File: config.mk
export PLATFORM = sky130hd
export DESIGN_NAME = drive_enable_brake_sequencer_unit
export DESIGN_NICKNAME = d
export VERILOG_FILES = /design/src/sv/debs_pkg.sv /design/src/sv/debs_blink.sv /design/src/sv/debs_seq.sv /design/src/sv/drive_enable_brake_sequencer_unit.sv
export SDC_FILE = /design/constraint.sdc
export NUM_CORES = 1
export LEC_CHECK = 0
export ABC_AREA = 1
export BUFFER_PORTS_ARGS = -buffer_cell sky130_fd_sc_hd__buf_4
export CAP_MARGIN = 25
export CORE_MARGIN = 4
export CORE_UTILIZATION = 50
export DETAILED_ROUTE_END_ITERATION = 7
export GPL_TIMING_DRIVEN = 0
export PLACE_DENSITY = 0.73
export SYNTH_ARGS = -nofsm -noshare
export SYNTH_HDL_FRONTEND = slang
export SYNTH_HIERARCHICAL = 1
export SYNTH_SLANG_ARGS = --single-unit
File: constraint.sdc
create_clock -name aclk -period 9 [get_ports aclk]
set_input_delay 2.25 -clock aclk [delete_from_list [all_inputs] [get_ports aclk]]
set_output_delay 2.25 -clock aclk [all_outputs]
set_load 0.1 [all_outputs]
File: src/sv/debs_pkg.sv
// ----------------------------------------------------------------------------
// debs_pkg
// Types, register indexes and reset constants of the drive enable and brake
// sequencer.
// ----------------------------------------------------------------------------
package debs_pkg;

    localparam int CFG_W   = 24;
    localparam int BLINK_W = 24;
    localparam int TDATA_W = 16;

    typedef logic [1:0] cfg_index_t;

    localparam cfg_index_t CFG_ENABLE_TIMEOUT = 2'd0;
    localparam cfg_index_t CFG_BRAKE_APPLY    = 2'd1;
    localparam cfg_index_t CFG_SLOW_BLINK     = 2'd2;
    localparam cfg_index_t CFG_FAST_BLINK     = 2'd3;

    localparam logic [CFG_W-1:0] DEF_ENABLE_TIMEOUT = 24'd1000;
    localparam logic [CFG_W-1:0] DEF_BRAKE_APPLY    = 24'd500;
    localparam logic [CFG_W-1:0] DEF_SLOW_BLINK     = 24'd250;
    localparam logic [CFG_W-1:0] DEF_FAST_BLINK     = 24'd100;

    typedef enum logic [5:0] {
        ST_OFFLINE   = 6'b000001,
        ST_NOT_READY = 6'b000010,
        ST_READY     = 6'b000100,
        ST_ENABLING  = 6'b001000,
        ST_ENABLED   = 6'b010000,
        ST_DISABLING = 6'b100000
    } state_t;

    typedef logic [2:0] state_code_t;

    localparam state_code_t CODE_OFFLINE   = 3'd0;
    localparam state_code_t CODE_NOT_READY = 3'd1;
    localparam state_code_t CODE_READY     = 3'd2;
    localparam state_code_t CODE_ENABLING  = 3'd3;
    localparam state_code_t CODE_ENABLED   = 3'd4;
    localparam state_code_t CODE_DISABLING = 3'd5;

    // Input beat, first field in the highest bit.
    typedef struct packed {
        logic disable_request;
        logic enable_request;
        logic enable_switch;
        logic brake_overridden;
        logic brakes_open;
        logic all_axes_fault_free;
        logic any_axis_estop;
        logic all_axes_enabled;
        logic all_axes_ready;
        logic all_axes_online;
    } in_item_t;

    // Result beat, first field in the highest bit.
    typedef struct packed {
        logic        estop_active;
        logic        enabled_flag;
        logic        enabled_led;
        logic        error_led;
        logic        brake_release;
        logic        disable_axes;
        logic        enable_axes;
        state_code_t machine_state;
    } out_item_t;

    localparam int IN_W  = $bits(in_item_t);
    localparam int OUT_W = $bits(out_item_t);

    function automatic state_code_t state_code(input state_t st);
        state_code_t code;
        case (st)
            ST_OFFLINE:   code = CODE_OFFLINE;
            ST_NOT_READY: code = CODE_NOT_READY;
            ST_READY:     code = CODE_READY;
            ST_ENABLING:  code = CODE_ENABLING;
            ST_ENABLED:   code = CODE_ENABLED;
            ST_DISABLING: code = CODE_DISABLING;
            default:      code = CODE_OFFLINE;
        endcase
        return code;
    endfunction

endpackage

File: src/sv/debs_blink.sv
// ----------------------------------------------------------------------------
// debs_blink
// Tick-driven blink generator: counts ticks up to the half period, then
// clears and toggles its level.
// ----------------------------------------------------------------------------
module debs_blink
    import debs_pkg::*;
(
    input  logic               aclk,
    input  logic               aresetn,
    input  logic               advance,
    input  logic [BLINK_W-1:0] half_ticks,
    output logic               level_next
);

    logic [BLINK_W-1:0] count_reg;
    logic [BLINK_W-1:0] count_next;
    logic               level_reg;
    logic [BLINK_W-1:0] half_eff;
    logic [BLINK_W-1:0] count_inc;

    always_comb begin
        // a half period of zero behaves as one
        half_eff  = (half_ticks == '0) ? BLINK_W'(1) : half_ticks;
        count_inc = count_reg + BLINK_W'(1);
        if (count_inc >= half_eff) begin
            count_next = '0;
            level_next = ~level_reg;
        end else begin
            count_next = count_inc;
            level_next = level_reg;
        end
    end

    always_ff @(posedge aclk) begin
        if (!aresetn) begin
            count_reg <= '0;
            level_reg <= 1'b0;
        end else if (advance) begin
            count_reg <= count_next;
            level_reg <= level_next;
        end
    end

endmodule

File: src/sv/debs_seq.sv
// ----------------------------------------------------------------------------
// debs_seq
// Enable state machine, elapsed tick timers, pulse, brake and LED decode for
// one status beat.
// ----------------------------------------------------------------------------
module debs_seq
    import debs_pkg::*;
#(
    parameter int TIMER_BITS = 24
) (
    input  logic             aclk,
    input  logic             aresetn,
    input  logic             advance,
    input  in_item_t         item,
    input  logic [CFG_W-1:0] enable_timeout_ticks,
    input  logic [CFG_W-1:0] brake_apply_ticks,
    input  logic             slow_level,
    input  logic             fast_level,
    output out_item_t        result
);

    localparam int CW = (TIMER_BITS > CFG_W) ? TIMER_BITS : CFG_W;
    localparam logic [TIMER_BITS-1:0] TMAX = {TIMER_BITS{1'b1}};

    state_t                state_reg;
    state_t                state_next;
    logic [TIMER_BITS-1:0] tsd_reg;
    logic [TIMER_BITS-1:0] tsd_next;
    logic [TIMER_BITS-1:0] tsd_inc;
    logic [TIMER_BITS-1:0] tser_reg;
    logic [TIMER_BITS-1:0] tser_next;
    logic [TIMER_BITS-1:0] tser_inc;
    logic                  en_pulse;
    logic                  dis_pulse;
    logic                  estop_on;
    logic                  close_brakes;
    logic                  err_led;
    logic                  en_led;
    logic                  timed_out;

    always_comb begin
        tsd_inc   = (tsd_reg == TMAX) ? tsd_reg : tsd_reg + TIMER_BITS'(1);
        tser_inc  = (tser_reg == TMAX) ? tser_reg : tser_reg + TIMER_BITS'(1);
        timed_out = CW'(tser_inc) > CW'(enable_timeout_ticks);
        estop_on  = item.all_axes_online & item.any_axis_estop;

        tsd_next   = tsd_inc;
        tser_next  = tser_inc;
        state_next = state_reg;
        en_pulse   = 1'b0;
        dis_pulse  = 1'b0;

        // override while enabled: drop the axes and restart the brake delay
        if (state_reg == ST_ENABLED && item.brake_overridden) begin
            tsd_next  = '0;
            dis_pulse = 1'b1;
        end

        if (item.all_axes_enabled && item.brakes_open && !item.brake_overridden) begin
            if (item.disable_request) begin
                dis_pulse  = 1'b1;
                tsd_next   = '0;
                state_next = ST_DISABLING;
            end else begin
                state_next = ST_ENABLED;
            end
        end else if (item.all_axes_ready && !item.brake_overridden) begin
            if (state_reg == ST_ENABLED) begin
                tsd_next = '0;
            end
            if (state_reg != ST_ENABLING && (item.enable_switch || item.enable_request)) begin
                tser_next  = '0;
                en_pulse   = 1'b1;
                state_next = ST_ENABLING;
            end else if (state_reg == ST_ENABLING) begin
                if (timed_out) begin
                    dis_pulse  = 1'b1;
                    state_next = ST_READY;
                end
            end else begin
                state_next = ST_READY;
            end
        end else begin
            if (state_reg == ST_ENABLED || state_reg == ST_ENABLING) begin
                tsd_next = '0;
            end
            state_next = item.all_axes_online ? ST_NOT_READY : ST_OFFLINE;
        end

        close_brakes = state_next != ST_ENABLED && state_next != ST_ENABLING &&
                       CW'(tsd_next) > CW'(brake_apply_ticks);

        if (estop_on) begin
            err_led = 1'b1;
        end else if (!item.all_axes_fault_free) begin
            err_led = slow_level;
        end else if (state_next == ST_NOT_READY) begin
            err_led = fast_level;
        end else begin
            err_led = 1'b0;
        end

        if (state_next == ST_ENABLED) begin
            en_led = 1'b1;
        end else if (state_next == ST_READY) begin
            en_led = slow_level;
        end else begin
            en_led = 1'b0;
        end

        result.machine_state = state_code(state_next);
        result.enable_axes   = en_pulse;
        result.disable_axes  = dis_pulse;
        result.brake_release = ~close_brakes;
        result.error_led     = err_led;
        result.enabled_led   = en_led;
        result.enabled_flag  = (state_next == ST_ENABLED);
        result.estop_active  = estop_on;
    end

    always_ff @(posedge aclk) begin
        if (!aresetn) begin
            state_reg <= ST_OFFLINE;
            tsd_reg   <= TMAX;
            tser_reg  <= '0;
        end else if (advance) begin
            state_reg <= state_next;
            tsd_reg   <= tsd_next;
            tser_reg  <= tser_next;
        end
    end

endmodule

File: src/sv/drive_enable_brake_sequencer_unit.sv
// ----------------------------------------------------------------------------
// drive_enable_brake_sequencer_unit
// Per-tick drive enable state machine with brake delay and status LEDs.
// ----------------------------------------------------------------------------
// One status beat per fieldbus tick goes in, one result beat comes out. A beat
// is captured in an input register and evaluated by the state machine, timer
// and blink logic into the result register, so the block takes a new beat
// every clock while results keep flowing; m_tvalid rises when the evaluated
// beat is written into the result register. Write the four tick registers
// only while no beat is in flight.
module drive_enable_brake_sequencer_unit
    import debs_pkg::*;
#(
    parameter int TIMER_BITS = 24
) (
    input  logic               aclk,
    input  logic               aresetn,
    input  logic               s_tvalid,
    output logic               s_tready,
    // [0] all_axes_online [1] all_axes_ready [2] all_axes_enabled
    // [3] any_axis_estop [4] all_axes_fault_free [5] brakes_open
    // [6] brake_overridden [7] enable_switch [8] enable_request
    // [9] disable_request, [15:10] zero
    input  logic [TDATA_W-1:0] s_tdata,
    output logic               m_tvalid,
    input  logic               m_tready,
    // [2:0] machine_state [3] enable_axes [4] disable_axes [5] brake_release
    // [6] error_led [7] enabled_led [8] enabled_flag [9] estop_active,
    // [15:10] zero
    output logic [TDATA_W-1:0] m_tdata,
    input  logic               cfg_wr_en,
    input  cfg_index_t         cfg_wr_index,
    input  logic [CFG_W-1:0]   cfg_wr_data
);

    logic             in_valid_reg;
    in_item_t         in_item_reg;
    logic             out_valid_reg;
    out_item_t        out_item_reg;
    logic             advance;
    out_item_t        result;
    logic             slow_level;
    logic             fast_level;
    logic [CFG_W-1:0] enable_timeout_reg;
    logic [CFG_W-1:0] brake_apply_reg;
    logic [CFG_W-1:0] slow_half_reg;
    logic [CFG_W-1:0] fast_half_reg;

    // evaluate the held beat once the result register is free
    assign advance  = in_valid_reg && (!out_valid_reg || m_tready);
    assign s_tready = !in_valid_reg || advance;
    assign m_tvalid = out_valid_reg;
    assign m_tdata  = {{(TDATA_W - OUT_W){1'b0}}, out_item_reg};

    always_ff @(posedge aclk) begin
        if (!aresetn) begin
            enable_timeout_reg <= DEF_ENABLE_TIMEOUT;
            brake_apply_reg    <= DEF_BRAKE_APPLY;
            slow_half_reg      <= DEF_SLOW_BLINK;
            fast_half_reg      <= DEF_FAST_BLINK;
        end else if (cfg_wr_en) begin
            case (cfg_wr_index)
                CFG_ENABLE_TIMEOUT: enable_timeout_reg <= cfg_wr_data;
                CFG_BRAKE_APPLY:    brake_apply_reg    <= cfg_wr_data;
                CFG_SLOW_BLINK:     slow_half_reg      <= cfg_wr_data;
                CFG_FAST_BLINK:     fast_half_reg      <= cfg_wr_data;
                default: ;
            endcase
        end
    end

    always_ff @(posedge aclk) begin
        if (!aresetn) begin
            in_valid_reg <= 1'b0;
        end else if (s_tready) begin
            in_valid_reg <= s_tvalid;
        end
    end

    always_ff @(posedge aclk) begin
        if (s_tvalid && s_tready) begin
            in_item_reg <= in_item_t'(s_tdata[IN_W-1:0]);
        end
    end

    always_ff @(posedge aclk) begin
        if (!aresetn) begin
            out_valid_reg <= 1'b0;
        end else if (advance) begin
            out_valid_reg <= 1'b1;
        end else if (m_tready) begin
            out_valid_reg <= 1'b0;
        end
    end

    always_ff @(posedge aclk) begin
        if (advance) begin
            out_item_reg <= result;
        end
    end

    debs_blink u_slow_blink (
        .aclk       (aclk),
        .aresetn    (aresetn),
        .advance    (advance),
        .half_ticks (slow_half_reg),
        .level_next (slow_level)
    );

    debs_blink u_fast_blink (
        .aclk       (aclk),
        .aresetn    (aresetn),
        .advance    (advance),
        .half_ticks (fast_half_reg),
        .level_next (fast_level)
    );

    debs_seq #(
        .TIMER_BITS (TIMER_BITS)
    ) u_seq (
        .aclk                 (aclk),
        .aresetn              (aresetn),
        .advance              (advance),
        .item                 (in_item_reg),
        .enable_timeout_ticks (enable_timeout_reg),
        .brake_apply_ticks    (brake_apply_reg),
        .slow_level           (slow_level),
        .fast_level           (fast_level),
        .result               (result)
    );

endmodule

==> metrics.txt <==
# nets final about 2,300; Worst path slowest cell buf_4; Die Wd 177 um; Clock Skews 19.7 ps; P&R area growth vs syn 12.3%; syn avg cell area between 6 and 7 um^2; VDD IR max around 0.18 mV; port bufs 50; grt total ovfl 0; 1st-iter DRT viols between 1,000 and 1,500; RSZ-0062 raised after global routing false; Final Setup Violations 0; Synth Cell Area about 14,000 um^2; setup slack after layout 3920 ps; # clock sinks roughly 220; Post-Place Cells about 2,600; drt total wl 38,700 um; Post-CTS Resized 0; CP dominant cell by count buf_4; Skew-Pair Late Insertion Delay between 500 and 600 ps; Req. time, crit path a little under 7000 ps; hold depth 2; dpl ws ~3900 ps; H-tree depth 1; crit-path cells buf_4 > inv_1 > nand3_1 > buf_4; worst hold path type reg2reg; Routed Antenna Nets 0; 1st-pass router iterations 7; CTS buffer count 25; minimum clock period between 5000 and 6000 ps; Die H 177 um; Sum Neg Setup Slack 0 ps; Synth Register Bits about 220; critical path endpoint category output port; FMAX ~200 MHz; worst slew pin tran between 600 and 700 ps; max_cap viols 0; Max Slew Vio Count 0; crit path max fanout 3; FFs w/ async S/R, synth 0%; commonest cells after routing, fill and taps aside 531 x nand2_1, 330 x inv_1, 240 x nor2_1; Final HPWL DP 29,500 um; clk slew on worst S/H paths 60 ps; EDFF count, synth 20; r2r worst-path depth 19; DRC viols 0; share of cells above drive strength 1 10.1%; vias in the first global route 12,600; antenna violations before repair 0; pin count of the biggest net entering global routing 20; Final Hold Fails 0; vias per cell ~5.2; maximum clock insertion buffer count 3; top_reg_cell synth dfxtp_1; Clock Root Buffer clkbuf_16; Vias approximately 14,000; cells after synthesis approximately 2,100; row count between 60 and 70; power density over the cells about 170 nW/um^2; Setup crit start kind input pin; commonest non-fill, non-tap cell in the layout nand2_1; Top Ports 65; run status finished, final reports clean; Yosys cell types 46; Core ar. 27,900 um^2; Ant. Diodes 0; Syn. warnings 6; first-pass GRT wire length roughly 62,000 um; GP Congestion 0.920; Post-CTS Setup Inserts 0; fin crit share around 56%; placed instance area approximately 15,000 um^2; crit-path max cell delay ~260 ps; Die Footprint between 30,000 and 40,000 um^2; Final Non-Filler Cells roughly 2,600; DR WL/cell roughly 15 um; critical path class in2out; TritonCTS clock tree yes; Starting Density between 50% and 60%; # hold bufs at CTS 0; GRT Resource Usage Total about a quarter; Worst EP arrival ~2800 ps; post-synthesis sequential area ratio roughly a third; Leak approximately 7.9 nW; Finished Cell Area 16,000 um^2; Rel. slew slack between 50% and 60%
[final timing paths]
check	start	to	slack, ps
worst max-delay path	m_tready	s_tready	3920
worst min-delay path	enable_timeout_reg[9]	enable_timeout_reg[9]	460
worst max register to register	u_slow_blink/count_reg[0]	m_tdata[7]	5350
worst min register to register	enable_timeout_reg[9]	enable_timeout_reg[9]	460
[kinds of logic (layout without fill, tap and decap cells)]
kind of cell | after synthesis | in the layout | share of synthesized area, %
compound gates | 253 | 253 | 9.70
xor+xnor | 60 | 60 | 4.01
fa+ha+maj | 100 | 100 | 8.80
buf+inv | 427 | 523 | 12.4
flops | 222 | 222 | 32.7
other cells | 1 | 6 | 0.0264
simple gates | 1053 | 1053 | 32.4
[synthesized netlist by cell type (11+ instances only)]
cell / n / share of area (%)
nand2_1: 531 / 14
inv_1: 330 / 8.7
nor2_1: 240 / 6.3
dfxtp_1: 202 / 28
a21oi_1: 164 / 5.8
nand3_1: 116 / 4.1
ha_1: 100 / 8.8
nand4_1: 56 / 2.5
o21ai_0: 56 / 2.0
xor2_1: 43 / 2.6
clkbuf_1: 36 / 0.95
nor3_1: 30 / 1.1
nand2_2: 23 / 1.0
buf_2: 20 / 0.70
edfxtp_1: 20 / 4.2
buf_4: 18 / 0.95
inv_2: 11 / 0.29
nor4_1: 11 / 0.48
xnor2_1: 11 / 0.68
[metal layers]
metal	up-vias	share of wire, %	global-route usage, %
li1	6854	-	-
met1	6212	46	34.0
met2	395	45	39.5
met3	51	7.3	4.38
met4	0	1.7	5.13
met5	-	0	0.962
[cell type report]
class	count	area [um^2]
clock buffer	39	758
multi-input combinational	1472	7830
inverter	342	1280
fill	2711	12000
timing repair buffer	51	390
buffer	85	487
sequential	222	4640
clock inverter	6	105
tap	378	473
[per-stage QoR]
stage	hold slack (ps)	power [W]	utilization [%]
after global routing	480	0.00282	57.2
after CTS	462	0.00270	57.2
after detailed placement	447	0.00162	54.1
after global placement	446	0.00161	54.0
after floorplan	429	0.00147	-
final	460	0.00268	57.2
[worst max-delay path, delay by kind of cell]
kind / cells / cell delay [ps]
simple gates: 1 / 120
buf+inv: 3 / 450
[where the power goes]
| group | internal, W | switching (W) | leakage (nW) |
|---|---|---|---|
| clock network | 0.000660 | 0.000414 | 0.427 |
| logic | 0.000172 | 0.000347 | 5.59 |
| registers | 0.00105 | 0.0000390 | 1.85 |
| total | 0.00188 | 0.000800 | 7.87 |
Note: power is estimated with default switching activity, not from simulation.
